==> config.mk <==
export PLATFORM = sky130hd
export DESIGN_NAME = line_edit_command_matcher_unit
export DESIGN_NICKNAME = d
export VERILOG_FILES = /design/src/hw/rtl/lecm_pkg.sv /design/src/hw/rtl/lecm_line_mem.sv /design/src/hw/rtl/lecm_matcher.sv /design/src/hw/rtl/line_edit_command_matcher_unit.sv
export SDC_FILE = /design/constraint.sdc
export NUM_CORES = 1
export LEC_CHECK = 0
export ABC_AREA = 1
export BUFFER_PORTS_ARGS = -buffer_cell sky130_fd_sc_hd__buf_4
export CAP_MARGIN = 20
export CELL_PAD_IN_SITES_DETAIL_PLACEMENT = 1
export CELL_PAD_IN_SITES_GLOBAL_PLACEMENT = 2
export CORE_MARGIN = 2
export CORE_UTILIZATION = 45
export CTS_CLUSTER_SIZE = 28
export DETAILED_ROUTE_END_ITERATION = 6
export PLACE_DENSITY_LB_ADDON = 0.1
export SYNTH_ARGS = -nofsm -noshare
export SYNTH_HDL_FRONTEND = slang
export SYNTH_HIERARCHICAL = 1
export SYNTH_SLANG_ARGS = --single-unit
export TNS_END_PERCENT = 1
==> constraint.sdc <==
create_clock -name i_clk -period 3.35 [get_ports i_clk]
set_clock_uncertainty 0.2 [all_clocks]
set_input_delay 0.67 -clock i_clk [delete_from_list [all_inputs] [get_ports i_clk]]
set_output_delay 0.67 -clock i_clk [all_outputs]
set_load 0.01 [all_outputs]
==> src/hw/rtl/lecm_pkg.sv <==
// Shared types, constants and command tables for the line-edit command matcher.
// No dependencies; every other file but lecm_line_mem refers to it by scoped names.
package lecm_pkg;

    localparam logic [1:0] KIND_ECHO    = 2'd0;
    localparam logic [1:0] KIND_LED     = 2'd1;
    localparam logic [1:0] KIND_UNKNOWN = 2'd2;

    localparam logic [7:0] CH_BS       = 8'd8;
    localparam logic [7:0] CH_LF       = 8'd10;
    localparam logic [7:0] CH_CR       = 8'd13;
    localparam logic [7:0] CH_SP       = 8'd32;
    localparam logic [7:0] CH_DEL      = 8'd127;
    localparam logic [7:0] CH_PRINT_LO = 8'd32;
    localparam logic [7:0] CH_PRINT_HI = 8'd126;

    localparam logic [7:0] LEVEL_FULL = 8'd255;

    typedef enum logic [2:0] {
        WORD_WHITE = 3'd0,
        WORD_BLACK = 3'd1,
        WORD_RED   = 3'd2,
        WORD_GREEN = 3'd3,
        WORD_BLUE  = 3'd4
    } t_cmd;

    typedef struct packed {
        logic hit;
        t_cmd cmd;
    } t_cmd_sel;

    typedef struct packed {
        logic start;
        t_cmd cmd;
    } t_match_ctl;

    typedef struct packed {
        logic done;
        logic hit;
    } t_match_sts;

    // Command words are left-aligned in 7 bytes; position 0 is the first character.
    function automatic logic [55:0] cmd_word(input t_cmd cmd);
        logic [55:0] w;
        case (cmd)
            WORD_WHITE: w = {"LED_ON", 8'h00};
            WORD_BLACK: w = "LED_OFF";
            WORD_RED:   w = {"RED", 32'h0};
            WORD_GREEN: w = {"GREEN", 16'h0};
            WORD_BLUE:  w = {"BLUE", 24'h0};
            default:    w = '0;
        endcase
        return w;
    endfunction

    function automatic logic [7:0] cmd_char(input t_cmd cmd, input logic [2:0] pos);
        logic [55:0] w;
        w = cmd_word(cmd);
        return w[8 * (6 - int'(pos)) +: 8];
    endfunction

    function automatic logic [2:0] cmd_len(input t_cmd cmd);
        logic [2:0] n;
        case (cmd)
            WORD_WHITE: n = 3'd6;
            WORD_BLACK: n = 3'd7;
            WORD_RED:   n = 3'd3;
            WORD_GREEN: n = 3'd5;
            WORD_BLUE:  n = 3'd4;
            default:    n = 3'd0;
        endcase
        return n;
    endfunction

    // Every command has a distinct length, so the length picks the only candidate.
    function automatic t_cmd_sel cmd_for_len(input logic [7:0] len);
        t_cmd_sel s;
        s.hit = 1'b1;
        case (len)
            8'd6:    s.cmd = WORD_WHITE;
            8'd7:    s.cmd = WORD_BLACK;
            8'd3:    s.cmd = WORD_RED;
            8'd5:    s.cmd = WORD_GREEN;
            8'd4:    s.cmd = WORD_BLUE;
            default: begin
                s.hit = 1'b0;
                s.cmd = WORD_WHITE;
            end
        endcase
        return s;
    endfunction

    // Color as {red, green, blue}.
    function automatic logic [23:0] cmd_rgb(input t_cmd cmd);
        logic [23:0] c;
        case (cmd)
            WORD_WHITE: c = {LEVEL_FULL, LEVEL_FULL, LEVEL_FULL};
            WORD_BLACK: c = 24'h0;
            WORD_RED:   c = {LEVEL_FULL, 16'h0};
            WORD_GREEN: c = {8'h0, LEVEL_FULL, 8'h0};
            WORD_BLUE:  c = {16'h0, LEVEL_FULL};
            default:    c = 24'h0;
        endcase
        return c;
    endfunction

endpackage

==> src/hw/rtl/lecm_line_mem.sv <==
// Line character store: one write port, one read port with registered read data.
// No dependencies; contents are undefined until written.
module lecm_line_mem #(
    parameter int DEPTH = 64,
    parameter int AW    = 6
) (
    input  logic          i_clk,
    input  logic          i_we,
    input  logic [AW-1:0] i_waddr,
    input  logic [7:0]    i_wdata,
    input  logic [AW-1:0] i_raddr,
    output logic [7:0]    o_rdata
);

    logic [7:0] r_mem [DEPTH];
    logic [7:0] r_rdata;

    always_ff @(posedge i_clk) begin
        if (i_we) begin
            r_mem[i_waddr] <= i_wdata;
        end
        r_rdata <= r_mem[i_raddr];
    end

    assign o_rdata = r_rdata;

endmodule

==> src/hw/rtl/lecm_matcher.sv <==
// Character-serial compare unit: walks the line store and checks each byte
// against one command word. Depends on lecm_pkg.
module lecm_matcher #(
    parameter int AW = 6
) (
    input  logic                 i_clk,
    input  logic                 i_rst_n,
    input  lecm_pkg::t_match_ctl i_ctl,
    output lecm_pkg::t_match_sts o_sts,
    output logic [AW-1:0]        o_raddr,
    input  logic [7:0]           i_rdata
);

    logic          r_issue;
    logic          r_cmp_vld;
    logic          r_done;
    logic          r_ok;
    logic [2:0]    r_idx;
    logic [2:0]    r_cmp_pos;
    lecm_pkg::t_cmd r_cmd;
    logic [2:0]    last_pos;
    logic          mismatch;

    assign last_pos = lecm_pkg::cmd_len(r_cmd) - 3'd1;
    assign mismatch = i_rdata != lecm_pkg::cmd_char(r_cmd, r_cmp_pos);

    always_ff @(posedge i_clk) begin
        if (!i_rst_n) begin
            r_issue   <= 1'b0;
            r_cmp_vld <= 1'b0;
            r_done    <= 1'b0;
        end else begin
            r_cmp_vld <= r_issue;
            r_done    <= r_cmp_vld && !r_issue && (r_cmp_pos == last_pos);
            if (i_ctl.start) begin
                r_issue <= 1'b1;
            end else if (r_issue && r_idx == last_pos) begin
                r_issue <= 1'b0;
            end
        end
    end

    // Issue one address per cycle; compare each byte read back in the cycle after its address.
    always_ff @(posedge i_clk) begin
        if (i_ctl.start) begin
            r_idx <= 3'd0;
            r_cmd <= i_ctl.cmd;
            r_ok  <= 1'b1;
        end else begin
            if (r_issue) begin
                r_cmp_pos <= r_idx;
                r_idx     <= r_idx + 3'd1;
            end
            if (r_cmp_vld && mismatch) begin
                r_ok <= 1'b0;
            end
        end
    end

    assign o_raddr    = AW'(r_idx);
    assign o_sts.done = r_done;
    assign o_sts.hit  = r_ok;

endmodule

==> src/hw/rtl/line_edit_command_matcher_unit.sv <==
// Line-edit command matcher: edits a console line and decodes LED color commands.
// Each accepted byte is handled in full before the next is taken (o_ready only in idle):
// a flush or ignored byte emits nothing, a printable byte is echoed, a backspace emits
// BS, SP, BS, and a line end emits CR, LF, verdict, after a serial compare (one line-store
// byte per cycle) when its length fits a command. Output stalls hold the sequence.
// Reset (i_rst_n low, synchronous) empties the line and drops any pending result.
module line_edit_command_matcher_unit #(
    parameter int LINE_CAPACITY = 64
) (
    input  logic       i_clk,
    input  logic       i_rst_n,
    input  logic       i_valid,
    output logic       o_ready,
    input  logic       i_operation,
    input  logic [7:0] i_rx_byte,
    output logic       o_valid,
    input  logic       i_ready,
    output logic [1:0] o_kind,
    output logic [7:0] o_tx_byte,
    output logic [7:0] o_red_level,
    output logic [7:0] o_green_level,
    output logic [7:0] o_blue_level,
    output logic       o_last
);

    localparam int LEN_W = $clog2(LINE_CAPACITY);
    localparam logic [LEN_W-1:0] LEN_FULL = LEN_W'(LINE_CAPACITY - 1);

    typedef enum logic [2:0] {
        ST_IDLE  = 3'b001,
        ST_MATCH = 3'b010,
        ST_EMIT  = 3'b100
    } t_state;

    typedef enum logic [1:0] {
        MODE_CHAR = 2'd0,
        MODE_BKSP = 2'd1,
        MODE_LINE = 2'd2
    } t_mode;

    t_state             r_state, n_state;
    t_mode              r_mode, n_mode;
    logic [LEN_W-1:0]   r_len, n_len;
    logic [1:0]         r_step, n_step;
    logic [7:0]         r_tx_char, n_tx_char;
    lecm_pkg::t_cmd     r_cmd, n_cmd;
    logic               r_hit, n_hit;

    logic               r_out_valid, n_out_valid;
    logic [1:0]         r_kind, n_kind;
    logic [7:0]         r_tx, n_tx;
    logic [23:0]        r_rgb, n_rgb;
    logic               r_last, n_last;

    logic               accept;
    logic               out_free;
    logic               is_eol, is_bs, is_print;
    logic               mem_we;
    logic [LEN_W-1:0]   mem_raddr;
    logic [7:0]         mem_rdata;
    lecm_pkg::t_cmd_sel sel;
    lecm_pkg::t_match_ctl match_ctl;
    lecm_pkg::t_match_sts match_sts;

    assign o_ready  = r_state == ST_IDLE;
    assign accept   = i_valid && o_ready;
    assign out_free = !r_out_valid || i_ready;

    assign is_eol   = (i_rx_byte == lecm_pkg::CH_CR) || (i_rx_byte == lecm_pkg::CH_LF);
    assign is_bs    = (i_rx_byte == lecm_pkg::CH_BS) || (i_rx_byte == lecm_pkg::CH_DEL);
    assign is_print = (i_rx_byte >= lecm_pkg::CH_PRINT_LO)
                   && (i_rx_byte <= lecm_pkg::CH_PRINT_HI);

    // Store a printable byte at the tail while the line has room.
    assign mem_we = accept && !i_operation && is_print && (r_len != LEN_FULL);
    assign sel    = lecm_pkg::cmd_for_len(8'(r_len));

    lecm_line_mem #(
        .DEPTH (LINE_CAPACITY),
        .AW    (LEN_W)
    ) u_mem (
        .i_clk   (i_clk),
        .i_we    (mem_we),
        .i_waddr (r_len),
        .i_wdata (i_rx_byte),
        .i_raddr (mem_raddr),
        .o_rdata (mem_rdata)
    );

    lecm_matcher #(
        .AW (LEN_W)
    ) u_match (
        .i_clk   (i_clk),
        .i_rst_n (i_rst_n),
        .i_ctl   (match_ctl),
        .o_sts   (match_sts),
        .o_raddr (mem_raddr),
        .i_rdata (mem_rdata)
    );

    always_comb begin
        n_state     = r_state;
        n_mode      = r_mode;
        n_len       = r_len;
        n_step      = r_step;
        n_tx_char   = r_tx_char;
        n_cmd       = r_cmd;
        n_hit       = r_hit;
        n_out_valid = r_out_valid && !i_ready;
        n_kind      = r_kind;
        n_tx        = r_tx;
        n_rgb       = r_rgb;
        n_last      = r_last;
        match_ctl.start = 1'b0;
        match_ctl.cmd   = sel.cmd;

        case (r_state)
            ST_IDLE: begin
                if (accept) begin
                    n_step = 2'd0;
                    if (i_operation) begin
                        // Overflow flush: drop the line, no transaction out.
                        n_len = '0;
                    end else if (is_eol) begin
                        if (r_len != '0) begin
                            n_len  = '0;
                            n_mode = MODE_LINE;
                            n_cmd  = sel.cmd;
                            n_hit  = 1'b0;
                            if (sel.hit) begin
                                // Length fits one command: compare its characters.
                                match_ctl.start = 1'b1;
                                n_state = ST_MATCH;
                            end else begin
                                n_state = ST_EMIT;
                            end
                        end
                    end else if (is_bs) begin
                        if (r_len != '0) begin
                            n_len   = r_len - LEN_W'(1);
                            n_mode  = MODE_BKSP;
                            n_state = ST_EMIT;
                        end
                    end else if (is_print) begin
                        if (r_len != LEN_FULL) begin
                            n_len     = r_len + LEN_W'(1);
                            n_tx_char = i_rx_byte;
                            n_mode    = MODE_CHAR;
                            n_state   = ST_EMIT;
                        end
                    end
                end
            end
            ST_MATCH: begin
                if (match_sts.done) begin
                    n_hit   = match_sts.hit;
                    n_state = ST_EMIT;
                end
            end
            ST_EMIT: begin
                if (out_free) begin
                    n_out_valid = 1'b1;
                    n_kind      = lecm_pkg::KIND_ECHO;
                    n_tx        = 8'h00;
                    n_rgb       = 24'h0;
                    n_last      = 1'b0;
                    n_step      = r_step + 2'd1;
                    case (r_mode)
                        MODE_CHAR: begin
                            n_tx   = r_tx_char;
                            n_last = 1'b1;
                        end
                        MODE_BKSP: begin
                            n_tx   = (r_step == 2'd1) ? lecm_pkg::CH_SP : lecm_pkg::CH_BS;
                            n_last = r_step == 2'd2;
                        end
                        MODE_LINE: begin
                            if (r_step == 2'd0) begin
                                n_tx = lecm_pkg::CH_CR;
                            end else if (r_step == 2'd1) begin
                                n_tx = lecm_pkg::CH_LF;
                            end else if (r_hit) begin
                                n_kind = lecm_pkg::KIND_LED;
                                n_rgb  = lecm_pkg::cmd_rgb(r_cmd);
                                n_last = 1'b1;
                            end else begin
                                n_kind = lecm_pkg::KIND_UNKNOWN;
                                n_last = 1'b1;
                            end
                        end
                        default: begin
                            n_last = 1'b1;
                        end
                    endcase
                    // Return to idle once the final transaction is loaded.
                    if (n_last) begin
                        n_state = ST_IDLE;
                    end
                end
            end
            default: begin
                n_state = ST_IDLE;
            end
        endcase
    end

    always_ff @(posedge i_clk) begin
        if (!i_rst_n) begin
            r_state     <= ST_IDLE;
            r_len       <= '0;
            r_out_valid <= 1'b0;
        end else begin
            r_state     <= n_state;
            r_len       <= n_len;
            r_out_valid <= n_out_valid;
        end
    end

    always_ff @(posedge i_clk) begin
        r_mode    <= n_mode;
        r_step    <= n_step;
        r_tx_char <= n_tx_char;
        r_cmd     <= n_cmd;
        r_hit     <= n_hit;
        r_kind    <= n_kind;
        r_tx      <= n_tx;
        r_rgb     <= n_rgb;
        r_last    <= n_last;
    end

    assign o_valid       = r_out_valid;
    assign o_kind        = r_kind;
    assign o_tx_byte     = r_tx;
    assign o_red_level   = r_rgb[23:16];
    assign o_green_level = r_rgb[15:8];
    assign o_blue_level  = r_rgb[7:0];
    assign o_last        = r_last;

endmodule

**Word-level counts from Yosys, hierarchy flattened**

Memories as Yosys holds them, arrays and structs flattened. A register that Yosys moved wholly into a read port is not among the register bits.
Index checks and enable logic that the tools add are counted.

- Register bits: 74
- RAM bits: 512
- Output and inout bits: 37
- Logic and storage cells: 180
- Memories: 1

Memories:

| name | words | width | rd ports | clocked after Yosys merged registers in | write ports | line | RTL |
|---|---|---|---|---|---|---|---|
| u_mem.r_mem | 64 | 8 | 1 | 1 | 1 | lecm_line_mem.sv:15 | `logic [7:0] r_mem [DEPTH];` |

- Add/sub/neg operators: 6
- Magnitude comparators: 2
- Eq/ne operators: 42
- Shift operators: 1
- Muxes and demuxes: 62
- Bitwise gates (word level): 6
- Reduce and logical (&&, ||, !) cells: 41

Operator list:

| operator | count |
|---|---|
| one-hot mux 55 bit (5 select lines) | 1 |
| one-hot mux 24 bit (4 select lines) | 1 |
| variable part select 56 x 32 -> 8 bit | 1 |
| two-way mux 6 bit | 8 |
| two-way mux 3 bit | 12 |
| == test 6 x 3 -> 1 bit, second input constant | 4 |
| == test 8 x 4 -> 1 bit, second input constant | 3 |
| one-hot mux 8 bit (3 select lines) | 1 |
| two-way mux 1 bit | 22 |
| two-way mux 2 bit | 9 |
| == test 3 x 2 -> 1 bit, second input constant | 5 |
| one-hot mux 3 bit (5 select lines) | 1 |
| AND reduction 7 bit | 2 |
| != test 2 x 1 -> 1 bit, second input constant | 6 |
| != test 3 x 2 -> 1 bit, second input constant | 4 |
| one-hot mux 3 bit (4 select lines) | 1 |
| AND reduction 6 bit | 2 |
| logical AND 1 bit | 10 |
| == test 3 bit, second input constant | 3 |
| one-hot mux 3 bit (3 select lines) | 1 |
| AND reduction 9 bit | 1 |
| == test 8 x 7 -> 1 bit, second input constant | 1 |
| >= comparator 8 x 6 -> 1 bit, second input constant | 1 |
| <= comparator 8 x 7 -> 1 bit, second input constant | 1 |
| 33 further kinds | 59 |

**Logic depth before layout (Yosys ltp)**

Gate-level depths: netlist of run 1.

- Depth in word-level cells: 11
- Depth in mapped cells: 16

**By module**

Netlist of run 1, hierarchy kept.

Modules (own cells, without submodules):

| module | times used | cells each | area each (µm²) |
|---|---|---|---|
| lecm_line_mem | 1 | 1,822 | 21,291.7 |
| line_edit_command_matcher_unit | 1 | 293 | 2,453.6 |
| lecm_matcher | 1 | 176 | 1,102.3 |

**Least setup slack after synthesis of run 1**

OpenSTA, ideal clock, no wires.

- Path type: input to register
- From: in i_rx_byte[1]
- To: mem u_mem.r_mem[61][0] (enable)
- Library setup time: 383 ps
- Arrival: 2,298 ps
- Setup slack: 468 ps
- Cell stages on the path: 8
- Cell sequence: nand2_1 -> nor2_2 -> nand2_4 -> nand3_1 -> nor3_1 -> clkbuf_1 -> inv_1 -> nor3_1

- Word-level cells in the longest chain between the ends: 6
- Elaborated cells on any way between the ends: 7
- Classes of those cells: 2 x order compare; 2 x mux; 3 x reduce/logical

RTL lines:

| what | line | RTL |
|---|---|---|
| start, declared | line_edit_command_matcher_unit.sv:15 | `input logic [7:0] i_rx_byte,` |
| >= comparator 8 x 6 -> 1 bit or <= comparator 8 x 7 -> 1 bit (tied branches) | line_edit_command_matcher_unit.sv:71, line_edit_command_matcher_unit.sv:72 |  |
| logical AND 1 bit * | line_edit_command_matcher_unit.sv:72 | `&& (i_rx_byte <= lecm_pkg::CH_PRINT_HI);` |
| logical AND 1 bit * (2 in a row) | line_edit_command_matcher_unit.sv:75 | `assign mem_we = accept && !i_operation && is_print && (r_len != LEN_FULL);` |
| named net mem_we | line_edit_command_matcher_unit.sv:58 | `logic mem_we;` |
| two-way mux 1 bit * | lecm_line_mem.sv:19 | `if (i_we) begin` |
| two-way mux 1 bit (implied by the code) * | lecm_line_mem.sv:20 | `r_mem[i_waddr] <= i_wdata;` |
| end, declared | lecm_line_mem.sv:15 |  |

The timed path passes the listed nets; every way through them passes the cells marked *.

**Final worst setup path of run 1**

- From: reg r_state[0]
- To: mem u_mem.r_mem[36][2] (enable)

- Word-level cells in the longest chain between the ends: 7

RTL lines:

| what | line | RTL |
|---|---|---|
| start, declared | line_edit_command_matcher_unit.sv:41 | `t_state r_state, n_state;` |
| start signal, assigned | line_edit_command_matcher_unit.sv:213 | `r_state <= n_state;` |
| == test 3 x 1 -> 1 bit | line_edit_command_matcher_unit.sv:65 | `assign o_ready = r_state == ST_IDLE;` |
| logical AND 1 bit | line_edit_command_matcher_unit.sv:66 | `assign accept = i_valid && o_ready;` |
| logical AND 1 bit (3 in a row) | line_edit_command_matcher_unit.sv:75 |  |
| named net mem_we | line_edit_command_matcher_unit.sv:58 |  |
| two-way mux 1 bit | lecm_line_mem.sv:19 |  |
| two-way mux 1 bit (implied by the code) | lecm_line_mem.sv:20 |  |

The timed path passes the listed nets, and every way through them passes these cells.

==> results of run 1 <==
==> worst max-delay path, delay by kind of cell (launching register included) <==
kind                   cells  cell delay [ns]
DFF                        1             0.38
and+or+nand+nor            6             1.23
buffers and inverters      5             0.83
==> where the power goes <==
| group | leakage (µW) | total (µW) | switching [µW] | internal [µW] |
|---|---|---|---|---|
| clock network | 0.000930 | 6410 | 2760 | 3650 |
| registers | 0.00516 | 8000 | 61.4 | 7940 |
| logic | 0.00432 | 830 | 590 | 239 |
| total | 0.0104 | 15200 | 3410 | 11800 |
==> logic make-up (layout without fill, tap and decap cells) <==
family | count (synthesis) | after routing | share of synthesized area [%]
and+or+nand+nor | 1430 | 1430 | 24.7
xor gates and xnor gates | 8 | 8 | 0.282
AOI/OAI and AO/OA | 38 | 38 | 0.861
buffers and inverters | 226 | 340 | 5.08
adders and majority gates | 15 | 15 | 0.786
DFF | 573 | 573 | 68.2
other | 1 | 3 | 0.0151
==> layout make-up <==
type | instances | share of cell area (%)
Tap cell | 704 | 3.17
Clock buffer | 80 | 5.90
Clock inverter | 32 | 0.883
Multi-Input combinational cell | 1494 | 23.9
Inverter | 86 | 1.19
Sequential cell | 573 | 61.1
Timing Repair Buffer | 142 | 3.88
==> stage by stage <==
step	utilization [%]	hold slack [ns]	setup slack, ns
after global routing	50.6	0.0444	0.172
after floorplan	-	0.219	0.468
after detailed placement	47.2	0.243	0.187
after CTS	50.6	0.0279	0.343
final	50.6	0.0651	0.405
after global placement	47.2	0.250	0.267
==> layout by cell type, fill, tap and decap left out, types with 2 or more instances in the layout <==
cell	count
nor2_1	106
clkbuf_8	4
nand3_1	484
clkinv_2	15
nor2_4	3
inv_4	2
nor2_2	4
inv_6	2
inv_1	75
clkinvlp_4	2
nand2_4	4
nand2_2	3
nand4_1	5
clkinv_1	11
o21ai_0	8
conb_1	3
clkbuf_16	61
buf_4	141
bufinv_16	3
edfxtp_1	548
xor2_1	6
nand2_1	788
nand3_2	4
xnor2_1	2
or2_2	4
nor3_1	20
dfxtp_4	2
clkbuf_1	15
dfxtp_1	22
inv_2	7
ha_1	14
a21oi_1	23
o211ai_1	2
==> layer usage <==
metal  share of wire [%]  vias to the layer above  GRT usage [%]
li1                    -                     7984              -
met1                  45                     8452           34.3
met2                  48                      390           40.9
met3                 4.7                       93           3.41
met4                 2.3                        0           7.12
met5                   0                        -              0
==> worst paths after layout <==
check	end	slack, ns	cells past startpoint
hold reg to reg	u_match/r_ok$_SDFFE_PP1P_	0.25	2
hold / removal	r_tx_char[4]$_DFFE_PP_	0.07	1
setup reg to reg	u_mem/r_mem[36][2]$_DFFE_PP_	0.40	11
setup / recovery	u_mem/r_mem[36][2]$_DFFE_PP_	0.40	11
==> flip-flops by register name (all words and copies together), names as in the netlist, 6 cells and up <==
name,count
u_mem/o_rdata,8
u_mem/r_mem,512
o_tx_byte,8
r_tx_char,8
r_len,6
==> impl_metrics.yaml, run 1 <==
sta:
  layout_min_cycle_time_ns: 2.95
  final_layout_setup_total_negative_slack_ns: 0
  timing_worst_slew_pin_value_ns: 1.03
  drv_slew: 0
  setup_viol: 0
  max_freq_mhz: 340
  min_period_over_period_pct: 87.9
  grt_setup_unrepaired: "false"
  hold_violations: 0
  worst_slew_margin_rel_pct: 31.2
die:
  floorplan.core_area_um2: 54900
  die_h_um: 239
  die_x_um: 239
  die_area_um2: 57100
  num_io_pins: 50
  fp-row-count: 86
  starting_density_pct: 45.3
finish:
  antenna-diode-count: 0
  layout.cell_area.non_filler_um2: 27800
  layout-drive-gt1-share_pct: 11.1
  seq_area_um2: 17000
  finish.cell_count_without_fillers: 3111
  multi_input_area_um2: 6640
  fillers: 5906
  nNetsFinal: 2384
  layout-area-overhead-vs-synth_pct: 11.8
synth:
  postSynthRegisterBits: 573
  area_share_of_the_largest_cell_type_after_synthesis_pct: 66.2
  synth_top_cells_by_count: "nand2_1, edfxtp_1, nand3_1"
  yosys-top-cells-area: "edfxtp_1, nand2_1, nand3_1, dfxtp_1, nor2_1"
  ys.flop_type: "edfxtp_1"
  synth_sequential_area_ratio_pct: 68.2
  asyncSetResetFlopFracSynth_pct: 0
  post_synth_inst_count: 2291
  yosys.cell_count.top_type: "nand2_1"
  yosysTopAreaCell: "edfxtp_1"
  ys_types: 41
  post_synth.cell_area_avg_um2: 10.8
  synth-edff-count: 548
  post_synth_instance_area_um2: 24800
  synthesis.yosys.warnings: 6
clock_network:
  ctsResizeCount: 0
  cts.sinks: 573
  post_cts_hold_buffer_count: 0
  clk_pin_slew_worst_paths_ns: 0.06
  cts_buffers: 59
  worst_skew_pair.late_latency_ns: 0.64
  tritoncts: "done"
  cts_max_path_buffers: 3
  cts.repair_timing.setup_buffer_count: 0
  root_buffer: "clkbuf_16"
  h_tree_levels: 2
critical_path:
  timing.critical_path.required_ns: 3.47
  critical_path_launch_point_type: "register"
  path_cells: "inv_2 -> nor3_4 -> buf_4 -> nand2_2 -> nor2_1 -> inv_1 -> nor3_1 -> buf_4 -> nand3_1 -> nor2_1 -> buf_4"
  critical_path.endpoint_type: "register"
  path_class: "register to register"
  regToRegStartpoint: "r_state[0]$_SDFFE_PN1P_"
  cp_slowest_stage_delay_ns: 0.38
  critPathMaxFanout: 11
  critical-path-slowest-cell: "dfxtp_1"
  crit_arrival_ns: 3.06
  setup.worst_path.start: "r_state[0]$_SDFFE_PN1P_"
  critical_path.most_common_cell: "buf_4"
power_and_ir_drop:
  power.density_cell_area_nw_per_um2: 549
  power.ir.vdd_worst_uv: 499
  leakagePower_uw: 0.0104
  power.total_uw: 15200
min_path:
  min-delay-start: "i_rx_byte[4]"
  class_of_the_tightest_hold_or_removal_check: "input pin to register"
place:
  place_area_um2: 25900
  dpl.hpwl_um: 42300
  dp_cells: 2999
  place.gp.congestion: 0.818
  input_output_buffers: 49
status:
  run_status: "completed"
routing:
  detail_route.first_pass.iterations: 5
  drt_iter0_drc: 1191
  route.antenna.remaining_nets: 0
  post_drt_via_cell_ratio: 5.44
  route.detailed.drc: 0
  total_routed_wirelength_um: 69600
  detailroute.via_count: 16900
  wl_per_cell_um: 22.4
grt:
  grt_overflow: 0
  grt_max_degree: 113
  grt_first_pass_wirelength_um: 106000
  grt.total_usage_pct: 24.8
  grt_antenna_before_repair: 0
  first_global_vias: 17400
flow_run:
  timing.max_cap.violations: 0
No activity file was read; power rests on OpenSTA's default activity.
==> inputs of run 2 (changes only) <==
Settings changed: HOLD_SLACK_MARGIN set to 0.1, REMOVE_ABC_BUFFERS set to 1.
==> impl_metrics.yaml, run 2 (synthesized netlist as in run 1, its figures left out) <==
routing:
  route.detailed.drc: 0
  drt_iter0_drc: 1273
  route.antenna.remaining_nets: 0
  detail_route.first_pass.iterations: 5
  total_routed_wirelength_um: 71300
  detailroute.via_count: 17100
  wl_per_cell_um: 22.9
  post_drt_via_cell_ratio: 5.50
finish:
  post-route-util_pct: 50.7
  layout-area-overhead-vs-synth_pct: 11.9
  nNetsFinal: 2392
  layout-drive-gt1-share_pct: 11.2
  fillers: 5858
  antenna-diode-count: 0
  number_of_flip_flops_under_the_largest_register_name: 512
  seq_area_um2: 17000
  top_register: "u_mem/r_mem"
  commonest_cells_after_routing_fill_and_taps_aside: "nand2_1, edfxtp_1, nand3_1"
  multi_input_area_um2: 6640
  mostFrequentLayoutCell: "nand2_1"
clock_network:
  root_buffer: "clkbuf_16"
  worst_skew_pair.late_latency_ns: 0.64
  tritoncts: "done"
  cts.sinks: 573
  h_tree_levels: 2
  ctsResizeCount: 0
  cts_max_path_buffers: 3
  cts_buffers: 61
  clk_pin_slew_worst_paths_ns: 0.06
sta:
  grt_setup_unrepaired: "false"
  drv_slew: 0
  worst_slew_margin_rel_pct: 25.1
  layout_min_cycle_time_ns: 3.06
  setup_viol: 0
  min_period_over_period_pct: 91.3
  timing_worst_slew_pin_value_ns: 1.12
  hold_violations: 0
  max_freq_mhz: 327
  final_layout_setup_total_negative_slack_ns: 0
critical_path:
  crit_family: "simple AND/OR/NAND/NOR gates"
  timing.critical_path.required_ns: 3.48
  regToRegStartpoint: "r_state[0]$_SDFFE_PN1P_"
  r2r_cells: 10
  path_cells: "dlygate4sd3_1 -> buf_4 -> nand2_1 -> nor2_2 -> nand2_4 -> nand3_1 -> nor3_1 -> buf_4 -> nand2_1 -> nor2_1 -> buf_4"
  critPathMaxFanout: 11
  path_depth: 11
  crit_arrival_ns: 3.19
  path_class: "input pin to register"
  critical_path_launch_point_type: "input pin"
  critical-path-slowest-cell: "dlygate4sd3_1"
  setup.worst_path.start: "i_rx_byte[2]"
  critical_path.most_common_cell: "buf_4"
  critical_path.endpoint_type: "register"
  timing.critical_path.buf_inv: 4
  cp_slowest_stage_delay_ns: 0.61
die:
  die_area_um2: 57100
  floorplan.core_area_um2: 54900
  starting_density_pct: 45.3
  die_h_um: 239
  num_io_pins: 50
  die_x_um: 239
  fp-row-count: 86
power_and_ir_drop:
  leakagePower_uw: 0.0104
  power.ir.vdd_worst_uv: 587
  power.density_cell_area_nw_per_um2: 545
  power.total_uw: 15200
grt:
  grt_overflow: 0
  grt_max_degree: 131
  grt_first_pass_wirelength_um: 108000
  grt_antenna_before_repair: 3
  first_global_vias: 17500
  grt.total_usage_pct: 25.3
place:
  place.gp.congestion: 0.839
  dpl.hpwl_um: 44000
  input_output_buffers: 49
min_path:
  class_of_the_tightest_hold_or_removal_check: "input pin to register"
  worst_hold_path.num_cells: 4
  min-delay-start: "i_ready"
flow_run:
  timing.max_cap.violations: 0
status:
  run_status: "completed"
-- run 2: changes by cell type in the layout (fill, tap and decap cells not counted) --
cell	before	now
dlygate4sd3_1	0	2
inv_6	2	1
clkbuf_8	4	0
clkinv_2	15	16
clkinv_4	0	1
buf_12	1	0
inv_4	2	1
clkinv_8	1	2
clkinv_1	11	14
inv_8	0	1
buf_4	141	145
clkbuf_1	15	12
buf_16	0	1
-- run 2: worst register-to-register path: cells and delay by family (launching register included) --
kind / cells / cell delay (ns)
buf+inv: 4 / 0.63
flops: 1 / 0.39
simple gates: 6 / 1.21
-- run 2: area by class of cell --
type / count / area share [%]
Clock inverter: 37 / 1.01
Timing Repair Buffer: 148 / 4.09
Tap cell: 704 / 3.17
Clock buffer: 73 / 5.65
Sequential cell: 573 / 61.0
Multi-Input combinational cell: 1494 / 23.9
Inverter: 86 / 1.20
-- run 2: what timing repair did --
| item | in CTS | in global routing |
|---|---|---|
| setup buffers | 0 | 0 |
| hold buffers | 2 | 0 |
| endpoints found under the hold margin | 2 | 0 |
-- run 2: report_power, final --
part           leakage [µW]  total (µW)  internal (µW)  switching, µW
Combinational       0.00436         802            241            561
Sequential          0.00516        8000           7940           59.8
Clock              0.000912        6360           3560           2800
Total                0.0104       15200          11700           3430
-- run 2: worst paths after layout --
path	slack, ns	end
max	0.29	u_mem/r_mem[4][4]$_DFFE_PP_
min	0.14	o_valid$_SDFF_PN0_
max reg2reg	0.62	u_mem/r_mem[4][4]$_DFFE_PP_
min reg2reg	0.25	u_match/r_ok$_SDFFE_PP1P_
-- run 2: per-stage QoR --
stage / setup WS [ns] / cells / hold slack [ns] / instance area (µm²)
6_report: 0.292 / 3115 / 0.142 / 27800
3_5_place_dp: 0.184 / 3002 / 0.239 / 25900
3_3_place_gp: 0.268 / 3002 / 0.249 / 25900
5_1_grt: 0.127 / 3115 / 0.134 / 27800
2_1_floorplan: -4.82 / 2153 / 0.218 / 23900
4_1_cts: 0.308 / 3114 / 0.105 / 27800
-- run 2: metal layers --
metal | track usage, % | wire length (µm) | vias up
met2 | 41.6 | 34400 | 387
li1 | - | - | 7985
met3 | 4.36 | 3720 | 100
met5 | 0 | 39 | -
met4 | 6.31 | 1460 | 6
met1 | 34.9 | 31700 | 8658
==> inputs of run 3 (changes only) <==
Settings changed: BUFFER_PORTS_ARGS -buffer_cell sky130_fd_sc_hd__buf_4 to not set, CORE_UTILIZATION 45 to 46, DONT_BUFFER_PORTS set to 1.
==> impl_metrics.yaml, run 3 (synthesized netlist as in run 1, its figures left out) <==
routing:
  route.detailed.drc: 0
  wl_per_cell_um: 22.3
  detail_route.first_pass.iterations: 5
  route.antenna.remaining_nets: 0
  total_routed_wirelength_um: 68300
  detailroute.via_count: 16800
  post_drt_via_cell_ratio: 5.49
  drt_iter0_drc: 1302
power_and_ir_drop:
  p_sw_uw: 3310
  cell_internal_pwr_uw: 12000
  power.density_cell_area_nw_per_um2: 554
  sw_frac_of_total_pct: 21.6
  seq_power_share_pct: 52.3
  leakagePower_uw: 0.0103
  power.ir.vdd_worst_uv: 450
  pwr-share-comb_pct: 4.6
  p_clk_share_pct: 43.1
critical_path:
  path_class: "register to register"
  critical-path-slowest-cell: "ha_1"
  critical_path_launch_point_type: "register"
  crit_arrival_ns: 2.99
  critical_path.most_common_cell: "nand2_1"
  timing.critical_path.buf_inv: 2
  worst-r2r-setup-slack_ns: 0.72
  setup.worst_path.start: "u_match/r_cmp_pos[0]$_DFFE_PP_"
  worstReg2RegEnd: "u_match/r_ok$_SDFFE_PP1P_"
  path_depth: 13
  crit_family: "simple AND/OR/NAND/NOR gates"
  timing.critical_path.required_ns: 3.71
  critPathMaxFanout: 12
  critical_path.endpoint_type: "register"
  regToRegStartpoint: "u_match/r_cmp_pos[0]$_DFFE_PP_"
  path_cells: "ha_1 -> inv_1 -> nand2_1 -> nand2_1 -> inv_1 -> nand3_1 -> nand3_1 -> nand2_1 -> nor2_1 -> nand3_1 -> nand2_1 -> nand2_1 -> nand2_1"
  r2r_cells: 13
  cp_slowest_stage_delay_ns: 0.59
finish:
  layout.cell_area.non_filler_um2: 27700
  mostFrequentLayoutCell: "nand2_1"
  finish.cell_count_without_fillers: 3059
  commonest_cells_after_routing_fill_and_taps_aside: "nand2_1, edfxtp_1, nand3_1"
  top_register: "u_mem/r_mem"
  number_of_flip_flops_under_the_largest_register_name: 512
  nNetsFinal: 2342
  layout-area-overhead-vs-synth_pct: 11.4
  layout-drive-gt1-share_pct: 9.14
  post-route-util_pct: 51.6
  fillers: 5664
place:
  place_area_um2: 25500
  dpl.hpwl_um: 40900
  input_output_buffers: 0
  dp_cells: 2937
  place.gp.congestion: 0.825
sta:
  timing_worst_slew_pin_value_ns: 1.10
  setup_viol: 0
  grt_setup_unrepaired: "false"
  drv_slew: 0
  min_period_over_period_pct: 78.6
  final_layout_setup_total_negative_slack_ns: 0
  max_freq_mhz: 380
  worst_slew_margin_rel_pct: 26.6
  hold_violations: 0
  layout_min_cycle_time_ns: 2.63
clock_network:
  tritoncts: "done"
  cts_buffers: 60
  cts_max_path_buffers: 3
  worst_skew_pair.late_latency_ns: 0.62
  h_tree_levels: 2
  ctsResizeCount: 0
  root_buffer: "clkbuf_16"
  clk_pin_slew_worst_paths_ns: 0.07
  cts.sinks: 573
flow_run:
  timing.max_cap.violations: 0
die:
  die_x_um: 236
  starting_density_pct: 46.4
  num_io_pins: 50
  die_area_um2: 55900
  fp-row-count: 85
  floorplan.core_area_um2: 53600
  die_h_um: 236
grt:
  first_global_vias: 17300
  grt_max_degree: 99
  grt.total_usage_pct: 24.9
  grt_antenna_before_repair: 1
  grt_first_pass_wirelength_um: 105000
  grt_overflow: 0
min_path:
  min-delay-start: "i_rx_byte[3]"
  worst_hold_path.endpoint: "u_mem/r_mem[43][3]$_DFFE_PP_"
  worst_hold_path.num_cells: 1
  class_of_the_tightest_hold_or_removal_check: "input pin to register"
status:
  run_status: "completed"
run 3: area by class of cell:
class | count | area, µm² | share of cell area [%]
Sequential cell | 573 | 17000 | 61.3
Multi-Input combinational cell | 1494 | 6640 | 24.0
Clock buffer | 80 | 1650 | 5.96
Timing Repair Buffer | 99 | 911 | 3.29
Tap cell | 696 | 871 | 3.15
Inverter | 86 | 330 | 1.19
Clock inverter | 30 | 312 | 1.13
Antenna cell | 1 | 2.50 | 0.00904
run 3: layer usage:
layer	vias to the layer above	global-route usage, %	part of all wire, %
li1	7909	-	-
met1	8349	35.6	45
met2	431	38.9	46
met3	102	3.57	5.4
met4	0	8.80	3.1
met5	-	0	0
run 3: worst max path at each step:
| stage | end | slack (ns) |
|---|---|---|
| global route | u_match/r_ok$_SDFFE_PP1P_ | 0.43 |
| CTS | u_match/r_ok$_SDFFE_PP1P_ | 0.69 |
| global placement | u_mem/r_mem[58][3]$_DFFE_PP_ | 0.54 |
| detailed placement | u_mem/r_mem[58][3]$_DFFE_PP_ | 0.52 |
| floorplan | u_mem/o_rdata[0]$_DFF_P_ | -4.82 |
| finish | u_match/r_ok$_SDFFE_PP1P_ | 0.72 |
run 3: repair_timing:
| action | in CTS | in global routing |
|---|---|---|
| hold endpoints to repair | 532 | 0 |
| setup buffers | 0 | 0 |
| hold buffers | 11 | 0 |
run 3: worst register-to-register path, cell delays in order (launching register included):
cell	delay (ns)
edfxtp_1	0.54
ha_1	0.59
inv_1	0.23
nand2_1	0.10
nand2_1	0.07
inv_1	0.08
nand3_1	0.13
nand3_1	0.10
nand2_1	0.05
nor2_1	0.14
nand3_1	0.14
nand2_1	0.10
nand2_1	0.05
nand2_1	0.05
run 3: power groups by stage:
stage	Sequential, µW	Clock, µW	Combinational [µW]
4_1_cts	8020	6770	693
2_1_floorplan	8160	0	363
6_report	8020	6610	699
5_1_grt	8030	7020	779
3_5_place_dp	8170	0	532
3_3_place_gp	8170	0	522
run 3: per-stage QoR:
stage | setup slack [ns] | power, µW | hold slack [ns]
floorplan | -4.82 | 8520 | 0.218
global placement | 0.537 | 8690 | 0.245
detailed placement | 0.522 | 8710 | 0.258
CTS | 0.689 | 15500 | 0.230
global route | 0.432 | 15800 | 0.206
finish | 0.718 | 15300 | 0.193
